## config.mk

```make
export PLATFORM = sky130hd
export DESIGN_NAME = cfar_window
export DESIGN_NICKNAME = d
export VERILOG_FILES = /design/src/design/cfar_pkg.sv /design/src/design/cfar_window.sv
export SDC_FILE = /design/constraint.sdc
export NUM_CORES = 1
export LEC_CHECK = 0
export BUFFER_PORTS_ARGS = -buffer_cell sky130_fd_sc_hd__buf_2
export CAP_MARGIN = 20
export CORE_AREA = 2 2 122 124
export CTS_BUF_LIST = sky130_fd_sc_hd__clkbuf_16
export DETAILED_ROUTE_END_ITERATION = 7
export DIE_AREA = 0 0 124 126
export GPL_ROUTABILITY_DRIVEN = 1
export GPL_TIMING_DRIVEN = 0
export PLACE_DENSITY = 0.81
export SETUP_SLACK_MARGIN = 0.2
export SKIP_CTS_REPAIR_TIMING = 1
export SLEW_MARGIN = 20
export SYNTH_ARGS = -nofsm -noshare
export SYNTH_HDL_FRONTEND = slang
export SYNTH_SLANG_ARGS = --single-unit
```

## constraint.sdc

```tcl
create_clock -name clk -period 11 [get_ports clk]
set_input_delay 2.75 -clock clk [delete_from_list [all_inputs] [get_ports clk]]
set_output_delay 2.75 -clock clk [all_outputs]
set_load 0.05 [all_outputs]
```

## src/design/cfar_pkg.sv

```systemverilog
`timescale 1ns / 1ps
// ----------------------------------------------------------------------------
// CA-CFAR detector package
// Shared constants, register codes and the structs that pass between the
// raster tracker, the window and the top level.
// ----------------------------------------------------------------------------
package cfar_pkg;

  localparam int MAX_WIDTH_DEF = 1024;  // default line store depth
  localparam int BORDER        = 8;     // border around the frame
  localparam int MIN_DIM       = 17;    // smallest usable width and height
  localparam int WIN_LAG       = 3;     // centre lags the newest pixel by this

  localparam int PIX_W      = 8;
  localparam int ROW_W      = 16;
  localparam int OUT_COL_W  = 10;
  localparam int CFG_WID_W  = 11;
  localparam int CFG_HGT_W  = 16;
  localparam int CFG_IDX_W  = 2;
  localparam int CFG_DATA_W = 16;
  localparam int STORE_ROWS = 6;
  localparam int COL_DATA_W = STORE_ROWS * PIX_W;

  localparam int FULL_W  = 11;  // seven cells of one column
  localparam int OUTER_W = 10;  // four outer cells of one column
  localparam int SUM_W   = 14;  // forty training cells, or 40 times a pixel

  localparam logic [CFG_WID_W-1:0] WIDTH_RST  = CFG_WID_W'(640);
  localparam logic [CFG_HGT_W-1:0] HEIGHT_RST = CFG_HGT_W'(480);

  localparam logic [CFG_IDX_W-1:0] REG_IMAGE_WIDTH  = CFG_IDX_W'(0);
  localparam logic [CFG_IDX_W-1:0] REG_IMAGE_HEIGHT = CFG_IDX_W'(1);

  // Position of the centre pixel decided by one input transaction.
  typedef struct packed {
    logic [ROW_W-1:0]     row;
    logic [OUT_COL_W-1:0] col;
    logic                 emit;
    logic                 inb;
  } cfar_pos_t;

  // Partial training sums and centre pixel leaving the window.
  typedef struct packed {
    logic [PIX_W-1:0]  center;
    logic [SUM_W-1:0]  part_a;
    logic [FULL_W-1:0] full_new;
  } cfar_sums_t;

endpackage

```

## src/design/cfar_window.sv

```systemverilog
`timescale 1ns / 1ps
// ----------------------------------------------------------------------------
// CA-CFAR window
// Keeps the 7x7 window as per-column sums: full seven-cell sums, outer
// four-cell sums and the middle-row pixels, shifted one column per pixel.
// ----------------------------------------------------------------------------
module cfar_window (
  input  logic                               clk,
  input  logic                               rst_n,
  input  logic                               step,
  input  logic [cfar_pkg::COL_DATA_W-1:0]    col_data,
  input  logic [cfar_pkg::PIX_W-1:0]         px,
  output cfar_pkg::cfar_sums_t               sums
);

  localparam int PW = cfar_pkg::PIX_W;
  localparam int FW = cfar_pkg::FULL_W;
  localparam int OW = cfar_pkg::OUTER_W;
  localparam int SW = cfar_pkg::SUM_W;

  // Indexed by window column; 6 is the newest column.
  logic [FW-1:0] full_r  [1:6];
  logic [OW-1:0] outer_r [3:6];
  logic [PW-1:0] mid_r   [4:6];

  logic [PW-1:0] v [0:6];
  logic [FW-1:0] full_in;
  logic [OW-1:0] outer_in;

  always_comb begin
    for (int r = 0; r < cfar_pkg::STORE_ROWS; r++) begin
      v[r] = col_data[r*PW +: PW];
    end
    v[6] = px;
    full_in  = FW'(v[0]) + FW'(v[1]) + FW'(v[2]) + FW'(v[3]) +
               FW'(v[4]) + FW'(v[5]) + FW'(v[6]);
    outer_in = OW'(v[0]) + OW'(v[1]) + OW'(v[5]) + OW'(v[6]);
  end

  // Training sum after the shift: full columns 0, 1, 5, 6 and the outer
  // cells of columns 2 to 4. Only the newest column's sum is left for later.
  always_comb begin
    sums.center   = mid_r[4];
    sums.part_a   = SW'(full_r[1]) + SW'(full_r[2]) + SW'(full_r[6]) +
                    SW'(outer_r[3]) + SW'(outer_r[4]) + SW'(outer_r[5]);
    sums.full_new = full_in;
  end

  always_ff @(posedge clk) begin
    if (!rst_n) begin
      for (int c = 1; c <= 6; c++) full_r[c] <= '0;
      for (int c = 3; c <= 6; c++) outer_r[c] <= '0;
      for (int c = 4; c <= 6; c++) mid_r[c] <= '0;
    end else if (step) begin
      for (int c = 1; c < 6; c++) full_r[c] <= full_r[c+1];
      for (int c = 3; c < 6; c++) outer_r[c] <= outer_r[c+1];
      for (int c = 4; c < 6; c++) mid_r[c] <= mid_r[c+1];
      full_r[6]  <= full_in;
      outer_r[6] <= outer_in;
      mid_r[6]   <= v[3];
    end
  end

endmodule

```

==> metrics.txt <==
status finished, final reports clean; CTS tree done; Worst EP required 8.25 ns; RePlAce Congestion 0.8387; number of diodes 0; Layout fillers 1,016; total CTS buffers 17; die width 124 um; Max Freq 0.1042 GHz; # setup viols final 0; crit path kind input pin to output port; Gate Count Post-Synth 715; Routed WL 16,630 um; Seq. cell area 3904 um2; gr ovfl total 0; simple-gate portion of the synthesized area 10.95%; area taken by multi-input logic gates 3754 um2; Die Y 126 um; FF-to-FF setup slack 10.08 ns; TNS Setup 0 ns; commonest non-fill, non-tap cell in the layout inv_1; Synth Area in XOR/XNOR 1.547%; Via Count 5,401; non-filler instance count after layout 1,022; count of pins over their slew limit 0; vias in the first global route 5,507; layout cells sized above 1 15.63%; Yosys reg bits 130; Top FF cell, synth edfxtp_1; ANT nets after route 0; Port Buf Inserts 89; placed instance area 9221 um2; design area 9837 um2; Cell Area, Synth 8491 um2; Top Ports 92; crit path capture sums[9]; CP Max Fanout 4; via-per-instance ratio 5.285; Row Count 44; Critical R2R Capture full_r[5][0]; Slew @ Worst Pin 0.6769 ns; Synth Area in Compound Gates 4.067%; r2r startpoint full_r[6][0]; final hold vios 0; synth warn 0; Synth Area in Adders 27.56%; All-Layer GR Usage 23.15%; DRC 0; Clock H-tree levels 4; root buf cell clkbuf_16; Routed wire per std cell 16.27 um; Die ar. 15,620 um2; crit start category input pin; most frequent cells in the layout 184 x inv_1, 130 x edfxtp_1, 95 x fa_1; CP startpoint col_data[3]; slew margin rel. 54.87%; Starting DRT DRC Count 437; largest family of logic cells by synthesized area adder cells; Pre-antenna DRT Iters 4; Synth Area per Inst 11.88 um2; Seq/Total Area, Yosys 45.98%; Final #Nets 1,014; area delta synth->final 15.86%; worst reg2reg path depth 1; largest net degree at the start of global routing 61; final worst path period share 87.26%; Initial Util 59.32%; DP Cell Count 990; ys async rst share 0%; Critical Path AT 6.85 ns; Netlist cell types 34; Crit. End Element output port; antenna violations before repair 0; Worst-path clk slew 0.06 ns; clk sinks 130; area of the core 14,310 um2; RSZ-0062 raised after global routing no; Tmin final 9.598 ns; clk buf depth 2; Final Hold Slack 0.5522 ns; Setup Skew 0.005941 ns; mux share of post-synthesis cell area 0%; # Max-Cap Violations 0; first-pass GRT wire length 26,490 um; Post-synth EDFFs 130; Post-Syn Nets 904; class of the tightest hold or removal check flip-flop to flip-flop; Worst-Skew Late Latency 0.42 ns; detailed placement HPWL 12,860 um
==> area by class of cell <==
| class | instances | share of cell area [%] |
|---|---|---|
| Timing Repair Buffer | 91 | 5.011 |
| Multi-Input combinational cell | 369 | 38.16 |
| Clock buffer | 17 | 4.325 |
| Sequential cell | 130 | 39.68 |
| Inverter | 184 | 7.021 |
| Tap cell | 184 | 2.340 |
| Clock inverter | 15 | 1.933 |
| Buffer | 32 | 1.526 |
==> layer usage <==
metal | vias to the layer above | global-route usage (%) | routed length [um] | share of wire (%)
met5 | - | 0 | 0 | 0
met2 | 179 | 40.14 | 8816 | 53
met3 | 36 | 4.529 | 865 | 5.2
met1 | 2664 | 27.76 | 6404 | 39
li1 | 2522 | - | - | -
met4 | 0 | 10.64 | 543 | 3.3
==> cell usage after synthesis, types with 3 or more instances <==
| cell type | count | area [um2] |
|---|---|---|
| a21o_1 | 4 | 30.03 |
| nor2_1 | 46 | 172.7 |
| a21oi_1 | 13 | 65.06 |
| o21a_1 | 7 | 52.55 |
| nor3_1 | 10 | 50.05 |
| nand2_1 | 9 | 33.78 |
| nand2b_1 | 3 | 18.77 |
| ha_1 | 35 | 437.9 |
| o31a_1 | 3 | 26.28 |
| and3_1 | 88 | 550.5 |
| xnor2_1 | 11 | 96.34 |
| o21ai_0 | 11 | 55.05 |
| edfxtp_1 | 130 | 3904 |
| xor2_1 | 4 | 35.03 |
| inv_1 | 184 | 690.7 |
| buf_4 | 8 | 60.06 |
| fa_1 | 95 | 1902 |
| clkbuf_1 | 24 | 90.09 |
| nor2b_1 | 6 | 37.54 |
| a211oi_1 | 6 | 45.04 |
==> critical path, cell delays in order <==
cell	delay, ns
buf_2	0.10
inv_1	0.06
fa_1	0.53
inv_1	0.05
fa_1	0.50
fa_1	0.54
inv_1	0.05
fa_1	0.49
inv_1	0.04
ha_1	0.35
nor2b_4	0.15
o31a_1	0.27
o41a_1	0.35
o21a_1	0.20
nor2_1	0.14
buf_2	0.28
==> how the worst min path moves through the flow <==
| stage | startpoint | to | slack (ns) | cells after the start |
|---|---|---|---|---|
| 3_5_place_dp | outer_r[0][64] | outer_r[0][54] | 0.54 | 1 |
| 5_1_grt | full_r[3][3] | full_r[2][3] | 0.57 | 1 |
| 6_report | mid_r[1][9] | mid_r[1][1] | 0.55 | 1 |
| 3_3_place_gp | full_r[4][9] | full_r[3][9] | 0.54 | 1 |
| 4_1_cts | mid_r[1][9] | mid_r[1][1] | 0.55 | 1 |
| 2_1_floorplan | full_r[3][0] | full_r[2][0] | 0.53 | 1 |
==> metrics by stage <==
stage	worst slack [ns]	util, %
floorplan	1.401	-
global placement	1.430	64.04
detailed placement	1.411	64.42
CTS	1.396	68.72
global route	1.202	68.72
finish	1.402	68.72
==> kinds of logic after synthesis <==
kind of cell | count (synthesis)
and+or+nand+nor | 171
xor gates and xnor gates | 15
adders and majority gates | 130
AOI/OAI and AO/OA | 53
buffers and inverters | 216
DFF | 130
==> state kept, by name (all words and copies together), names as in the netlist <==
register / cells
full_r: 66
mid_r: 24
outer_r: 40
Power is left out: the tool's default activity adds up to more than one toggle a clock period on the data nets, which glitch-free logic cannot reach.
