$ cat src/design/cfar_pkg.sv
`timescale 1ns / 1ps
// ----------------------------------------------------------------------------
// CA-CFAR detector package
// Shared constants, register codes and the structs that pass between the
// raster tracker, the window and the top level.
// ----------------------------------------------------------------------------
package cfar_pkg;

  localparam int MAX_WIDTH_DEF = 1024;  // default line store depth
  localparam int BORDER        = 8;     // border around the frame
  localparam int MIN_DIM       = 17;    // smallest usable width and height
  localparam int WIN_LAG       = 3;     // centre lags the newest pixel by this

  localparam int PIX_W      = 8;
  localparam int ROW_W      = 16;
  localparam int OUT_COL_W  = 10;
  localparam int CFG_WID_W  = 11;
  localparam int CFG_HGT_W  = 16;
  localparam int CFG_IDX_W  = 2;
  localparam int CFG_DATA_W = 16;
  localparam int STORE_ROWS = 6;
  localparam int COL_DATA_W = STORE_ROWS * PIX_W;

  localparam int FULL_W  = 11;  // seven cells of one column
  localparam int OUTER_W = 10;  // four outer cells of one column
  localparam int SUM_W   = 14;  // forty training cells, or 40 times a pixel

  localparam logic [CFG_WID_W-1:0] WIDTH_RST  = CFG_WID_W'(640);
  localparam logic [CFG_HGT_W-1:0] HEIGHT_RST = CFG_HGT_W'(480);

  localparam logic [CFG_IDX_W-1:0] REG_IMAGE_WIDTH  = CFG_IDX_W'(0);
  localparam logic [CFG_IDX_W-1:0] REG_IMAGE_HEIGHT = CFG_IDX_W'(1);

  // Position of the centre pixel decided by one input transaction.
  typedef struct packed {
    logic [ROW_W-1:0]     row;
    logic [OUT_COL_W-1:0] col;
    logic                 emit;
    logic                 inb;
  } cfar_pos_t;

  // Partial training sums and centre pixel leaving the window.
  typedef struct packed {
    logic [PIX_W-1:0]  center;
    logic [SUM_W-1:0]  part_a;
    logic [FULL_W-1:0] full_new;
  } cfar_sums_t;

endpackage

$ cat src/design/cfar_raster.sv
`timescale 1ns / 1ps
// ----------------------------------------------------------------------------
// CA-CFAR raster tracker
// Holds the size registers and the raster counters, and works out the line
// store column and the centre position of each accepted pixel.
// ----------------------------------------------------------------------------
module cfar_raster #(
  parameter int MAX_WIDTH = cfar_pkg::MAX_WIDTH_DEF
) (
  input  logic                                clk,
  input  logic                                rst_n,
  input  logic                                cfg_wr,
  input  logic [cfar_pkg::CFG_IDX_W-1:0]      cfg_index,
  input  logic [cfar_pkg::CFG_DATA_W-1:0]     cfg_wdata,
  input  logic                                accept,
  input  logic                                frame_start,
  output logic [$clog2(MAX_WIDTH)-1:0]        rd_col,
  output cfar_pkg::cfar_pos_t                 pos
);

  localparam int COL_W = $clog2(MAX_WIDTH);
  localparam int WCW   = (COL_W + 1 > cfar_pkg::CFG_WID_W) ? COL_W + 1 : cfar_pkg::CFG_WID_W;
  localparam int WCX   = WCW + 1;
  localparam int RW    = cfar_pkg::ROW_W;

  logic [cfar_pkg::CFG_WID_W-1:0] width_r;
  logic [cfar_pkg::CFG_HGT_W-1:0] height_r;
  logic [RW-1:0]                  row_count_r, row_count_nxt;
  logic [COL_W-1:0]               col_count_r, col_count_nxt;

  logic [WCW-1:0]   wx, eff_w;
  logic [RW-1:0]    eff_h;
  logic [RW-1:0]    row_cur, cr;
  logic [COL_W-1:0] col_cur, cc;
  logic             col_wrap, row_wrap;

  always_ff @(posedge clk) begin
    if (!rst_n) begin
      width_r  <= cfar_pkg::WIDTH_RST;
      height_r <= cfar_pkg::HEIGHT_RST;
    end else if (cfg_wr) begin
      unique case (cfg_index)
        cfar_pkg::REG_IMAGE_WIDTH:  width_r  <= cfg_wdata[cfar_pkg::CFG_WID_W-1:0];
        cfar_pkg::REG_IMAGE_HEIGHT: height_r <= cfg_wdata[cfar_pkg::CFG_HGT_W-1:0];
        default: ;
      endcase
    end
  end

  always_comb begin
    wx = WCW'(width_r);
    if (wx < WCW'(cfar_pkg::MIN_DIM)) begin
      eff_w = WCW'(cfar_pkg::MIN_DIM);
    end else if (wx > WCW'(MAX_WIDTH)) begin
      eff_w = WCW'(MAX_WIDTH);
    end else begin
      eff_w = wx;
    end
    eff_h = (height_r < RW'(cfar_pkg::MIN_DIM)) ? RW'(cfar_pkg::MIN_DIM) : height_r;
  end

  // A frame start forces the pixel to row 0, column 0.
  assign row_cur = frame_start ? '0 : row_count_r;
  assign col_cur = frame_start ? '0 : col_count_r;
  assign rd_col  = col_cur;

  assign cr = row_cur - RW'(cfar_pkg::WIN_LAG);
  assign cc = col_cur - COL_W'(cfar_pkg::WIN_LAG);

  always_comb begin
    pos.row  = cr;
    pos.col  = cfar_pkg::OUT_COL_W'(cc);
    pos.emit = (row_cur >= RW'(cfar_pkg::WIN_LAG)) && (col_cur >= COL_W'(cfar_pkg::WIN_LAG));
    pos.inb  = (cr >= RW'(cfar_pkg::BORDER)) &&
               (({1'b0, cr} + (RW+1)'(cfar_pkg::BORDER)) < {1'b0, eff_h}) &&
               (WCW'(cc) >= WCW'(cfar_pkg::BORDER)) &&
               ((WCX'(cc) + WCX'(cfar_pkg::BORDER)) < {1'b0, eff_w});
  end

  always_comb begin
    col_wrap      = (WCW'(col_cur) + WCW'(1)) >= eff_w;
    row_wrap      = ({1'b0, row_cur} + (RW+1)'(1)) >= {1'b0, eff_h};
    col_count_nxt = col_wrap ? '0 : col_cur + COL_W'(1);
    if (!col_wrap) begin
      row_count_nxt = row_cur;
    end else if (row_wrap) begin
      row_count_nxt = '0;
    end else begin
      row_count_nxt = row_cur + RW'(1);
    end
  end

  always_ff @(posedge clk) begin
    if (!rst_n) begin
      row_count_r <= '0;
      col_count_r <= '0;
    end else if (accept) begin
      row_count_r <= row_count_nxt;
      col_count_r <= col_count_nxt;
    end
  end

endmodule

$ cat config.mk
export PLATFORM = sky130hd
export DESIGN_NAME = cfar_raster
export DESIGN_NICKNAME = d
export VERILOG_FILES = /design/src/design/cfar_pkg.sv /design/src/design/cfar_raster.sv
export SDC_FILE = /design/constraint.sdc
export NUM_CORES = 1
export LEC_CHECK = 0
export BUFFER_PORTS_ARGS = -buffer_cell sky130_fd_sc_hd__clkbuf_2
export CORE_MARGIN = 4
export CORE_UTILIZATION = 55
export CTS_CLUSTER_DIAMETER = 120
export DETAILED_ROUTE_END_ITERATION = 7
export PLACE_DENSITY = 0.82
export SETUP_SLACK_MARGIN = 0.2
export SLEW_MARGIN = 25
export SYNTH_ARGS = -nofsm -noshare
export SYNTH_HDL_FRONTEND = slang
export SYNTH_SLANG_ARGS = --single-unit
$ cat constraint.sdc
create_clock -name clk -period 7.7 [get_ports clk]
set_clock_uncertainty 0.15 [all_clocks]
set_input_delay 1.54 -clock clk [delete_from_list [all_inputs] [get_ports clk]]
set_output_delay 1.54 -clock clk [all_outputs]
set_load 0.03 [all_outputs]
==> run_results.csv <==
group,metric,value,unit
status,status,"completed",
detailed_routing,viasPerCell,6.377,
pwr,power.density,101.1,mW/mm²
critical_path,crit_fanout,30,
finish,fin_area,0.005448,mm²
sta,fin_tns_setup,0,ns
clocking,cts_buffer_depth,2,
global_route,grt_overflow_total,0,
logic_synthesis,yosys_warnings,0,
clocking,tritoncts,"built",
detailed_routing,drt_iter0_drc,528,
pwr,switching_share,29.20,%
sta,worst_pin_slew,0.9149,ns
clocking,post_cts_buffers,0,
logic_synthesis,synth-edff-count,0,
logic_synthesis,syn_inst,678,
detailed_routing,ant_nets,0,
sta,grt_setup_unrepaired,"false",
sta,slew_headroom,38.18,%
detailed_routing,drt-pass1-iter-count,5,
place,place_hpwl,11.39,mm
place,placed_cell_area,0.005338,mm²
critical_path,critPathCaptureType,"primary output",
logic_synthesis,syn_nets,756,
detailed_routing,route.detailed.drc,0,
sta,drv_slew,0,
pwr,p_leak,2.235,nW
logic_synthesis,synthFlopType,"dfxtp_1",
job,drv_cap,0,
pwr,p_clk_share,34.1,%
sta,fmax,140.2,MHz
pwr,combPwrFrac,13.9,%
logic_synthesis,avgSynthCellArea,7.476,µm²
global_route,grt_pass1_vias,4858,
floorplan,core_area,0.008848,mm²
sta,setup_viol,0,
floorplan,io-pin-count,61,
critical_path,cp-start-kind,"input pin",
detailed_routing,wirelength,14.68,mm
finish,layout-drive-gt1-share,16.36,%
pwr,ir_drop,0.08964,mV
critical_path,cp.required,6.01,ns
clocking,cts_root_buf,"clkbuf_8",
sta,period_needed,7.131,ns
critical_path,crit_start,"frame_start",
detailed_routing,route.detailed.wl_per_inst,17.96,µm
critical_path,timing.rr.start,"col_count_r[0]",
floorplan,dieArea,0.01082,mm²
clocking,insertion_delay,0.33,ns
place,place_congestion,0.9380,
floorplan,die_w,104,µm
critical_path,worst-setup-path-type,"in2out",
finish,area_growth,7.480,%
global_route,grtUsageTotal,26.47,%
critical_path,crit_path_frequent_cell,"ha_1",
clocking,clk_pin_slew,0.09,ns
min_path,hp-class,"reg2reg",
detailed_routing,vias,5210,
clocking,cts_resized,0,
floorplan,die_y,104,µm
sta,holdWs,0.3215,ns
clocking,numCtsBuffers,5,
finish,final_nets,786,
floorplan,std_cell_rows,34,
logic_synthesis,syn_area,0.005069,mm²
sta,hold_violations,0,
pwr,seqPwrFrac,52.0,%
sta,final.period_utilization,92.61,%
clocking,ctsHoldBuffers,0,
finish,diodes,0,
global_route,grt_pass1_wl,23.95,mm
logic_synthesis,ys_seq_area_share,20.93,%
floorplan,initial_core_util,57.28,%
logic_synthesis,synth_cell_types,81,
critical_path,slowest_stage,"or3_1",
logic_synthesis,ys_seq_elements,53,
clocking,clock-sinks,53,
critical_path,cpPeakStageDelay,0.43,ns
pwr,p_sw,0.0001609,W
clocking,h-tree-depth,2,
place,portBuffers,60,
logic_synthesis,async_reset_ff_share,0,%
global_route,grt_max_degree,47,
critical_path,cp.arrival,5.44,ns
global_route,antenna_found_initial,0,
critical_path,worstPathCellList,"clkbuf_2 -> buf_4 -> nor2b_1 -> ha_1 -> or3_1 -> a211oi_2 -> inv_2 -> ha_1 -> xor2_1 -> ha_1 -> a2111oi_0 -> a21oi_1 -> o311ai_0 -> nand3_1 -> nor4_4 -> clkbuf_2",
pwr,p_int,0.0003901,W
min_path,min-delay-start,"width_r[1]",
[metrics by stage]
stage	util [%]	setup WS, ns	cells	total power [W]
final	61.57	0.5692	817	0.0005510
after global routing	61.57	0.2085	817	0.0005741
after CTS	61.51	0.6243	817	0.0005503
after detailed placement	60.32	0.6317	809	0.0003673
after global placement	60.32	0.8104	809	0.0003636
after floorplan	-	0.3100	678	0.0003444
[flip-flops by register name, indices dropped and copies added, names as in the netlist]
name	flops
col_count_r	10
height_r	16
row_count_r	16
width_r	11
[placed cells by master (no fill, tap or decap), drive strengths merged, types with 2 or more instances in the layout]
cell type / instances
xor2: 18
o311ai: 2
a2111oi: 5
inv: 32
ha: 55
or4: 4
a211o: 5
nor3: 26
a21o: 4
o41ai: 3
o31a: 2
nand2b: 7
nor3b: 2
nor2b: 16
or3: 13
nand3: 31
a21oi: 72
and2: 5
and4: 4
nand3b: 2
a311oi: 2
nor2: 40
xnor2: 16
nand4: 28
o21ai: 17
dfxtp: 53
nand2: 116
and3: 8
nor4: 10
o21a: 2
clkbuf: 67
o211ai: 8
a31oi: 3
buf: 5
a211oi: 5
o31ai: 3
[worst max-delay path, delay by kind of cell]
kind | cells | cell delay (ns)
XOR/XNOR | 1 | 0.18
AO/OA/AOI/OAI | 4 | 1.26
adder cells (fa/ha/maj) | 3 | 0.70
AND/OR/NAND/NOR | 4 | 1.05
buffers and inverters | 4 | 0.70
[power groups by stage]
stage,Combinational [W],Clock [W],Sequential (W)
floorplan,0.0000543,0,0.000290
global placement,0.0000715,0,0.000292
detailed placement,0.0000747,0,0.000293
CTS,0.0000755,0.000189,0.000286
global route,0.0000854,0.000201,0.000287
finish,0.0000768,0.000188,0.000286
[worst paths after layout]
kind                                  endpoint  slack [ns]  depth (start not counted)
worst max register to register  row_count_r[8]        3.46                         14
worst min register to register      width_r[1]        0.32                          2
worst max-delay path                    pos[0]        0.57                         16
worst min-delay path                width_r[1]        0.32                          2
[cell families (layout without fill, tap and decap cells)]
group	count (synthesis)	in the layout	share of synthesized area, %
buf+inv	74	105	6.764
xor+xnor	34	34	5.875
fa+ha+maj	55	55	13.58
mux	1	1	0.2222
compound gates	143	143	19.06
flops	53	53	20.93
simple gates	318	318	33.57
[cell usage after synthesis (all sizes together), types with 7 or more instances]
master,n,share of area [%]
nand2,116,8.6
a21oi,72,7.2
ha,55,14
dfxtp,53,21
nor2,40,3.3
inv,31,2.3
nand3,31,3.3
nand4,28,3.9
nor3,26,3.0
buf,23,2.9
clkbuf,19,1.4
xor2,18,3.1
o21ai,17,1.7
nor2b,16,2.0
xnor2,16,2.8
or3,13,2.0
nor4,10,1.7
and3,8,1.2
o211ai,8,1.3
nand2b,7,0.86
[metal layers]
metal	wire length (µm)	vias to the layer above	global-route usage (%)
li1	-	2495	-
met2	6516	256	41.41
met4	438	0	9.117
met1	6406	2428	35.92
met5	0	-	0
met3	1315	31	5.835
[cell type report]
type	count	area (µm²)
clock buffer	7	96.34
multi-input combinational	551	3684
clock inverter	1	8.758
tap	108	135.1
inverter	32	125.1
timing repair buffer	65	337.8
sequential	53	1061
fill	780	3401
(Power assumes the default switching activity.)
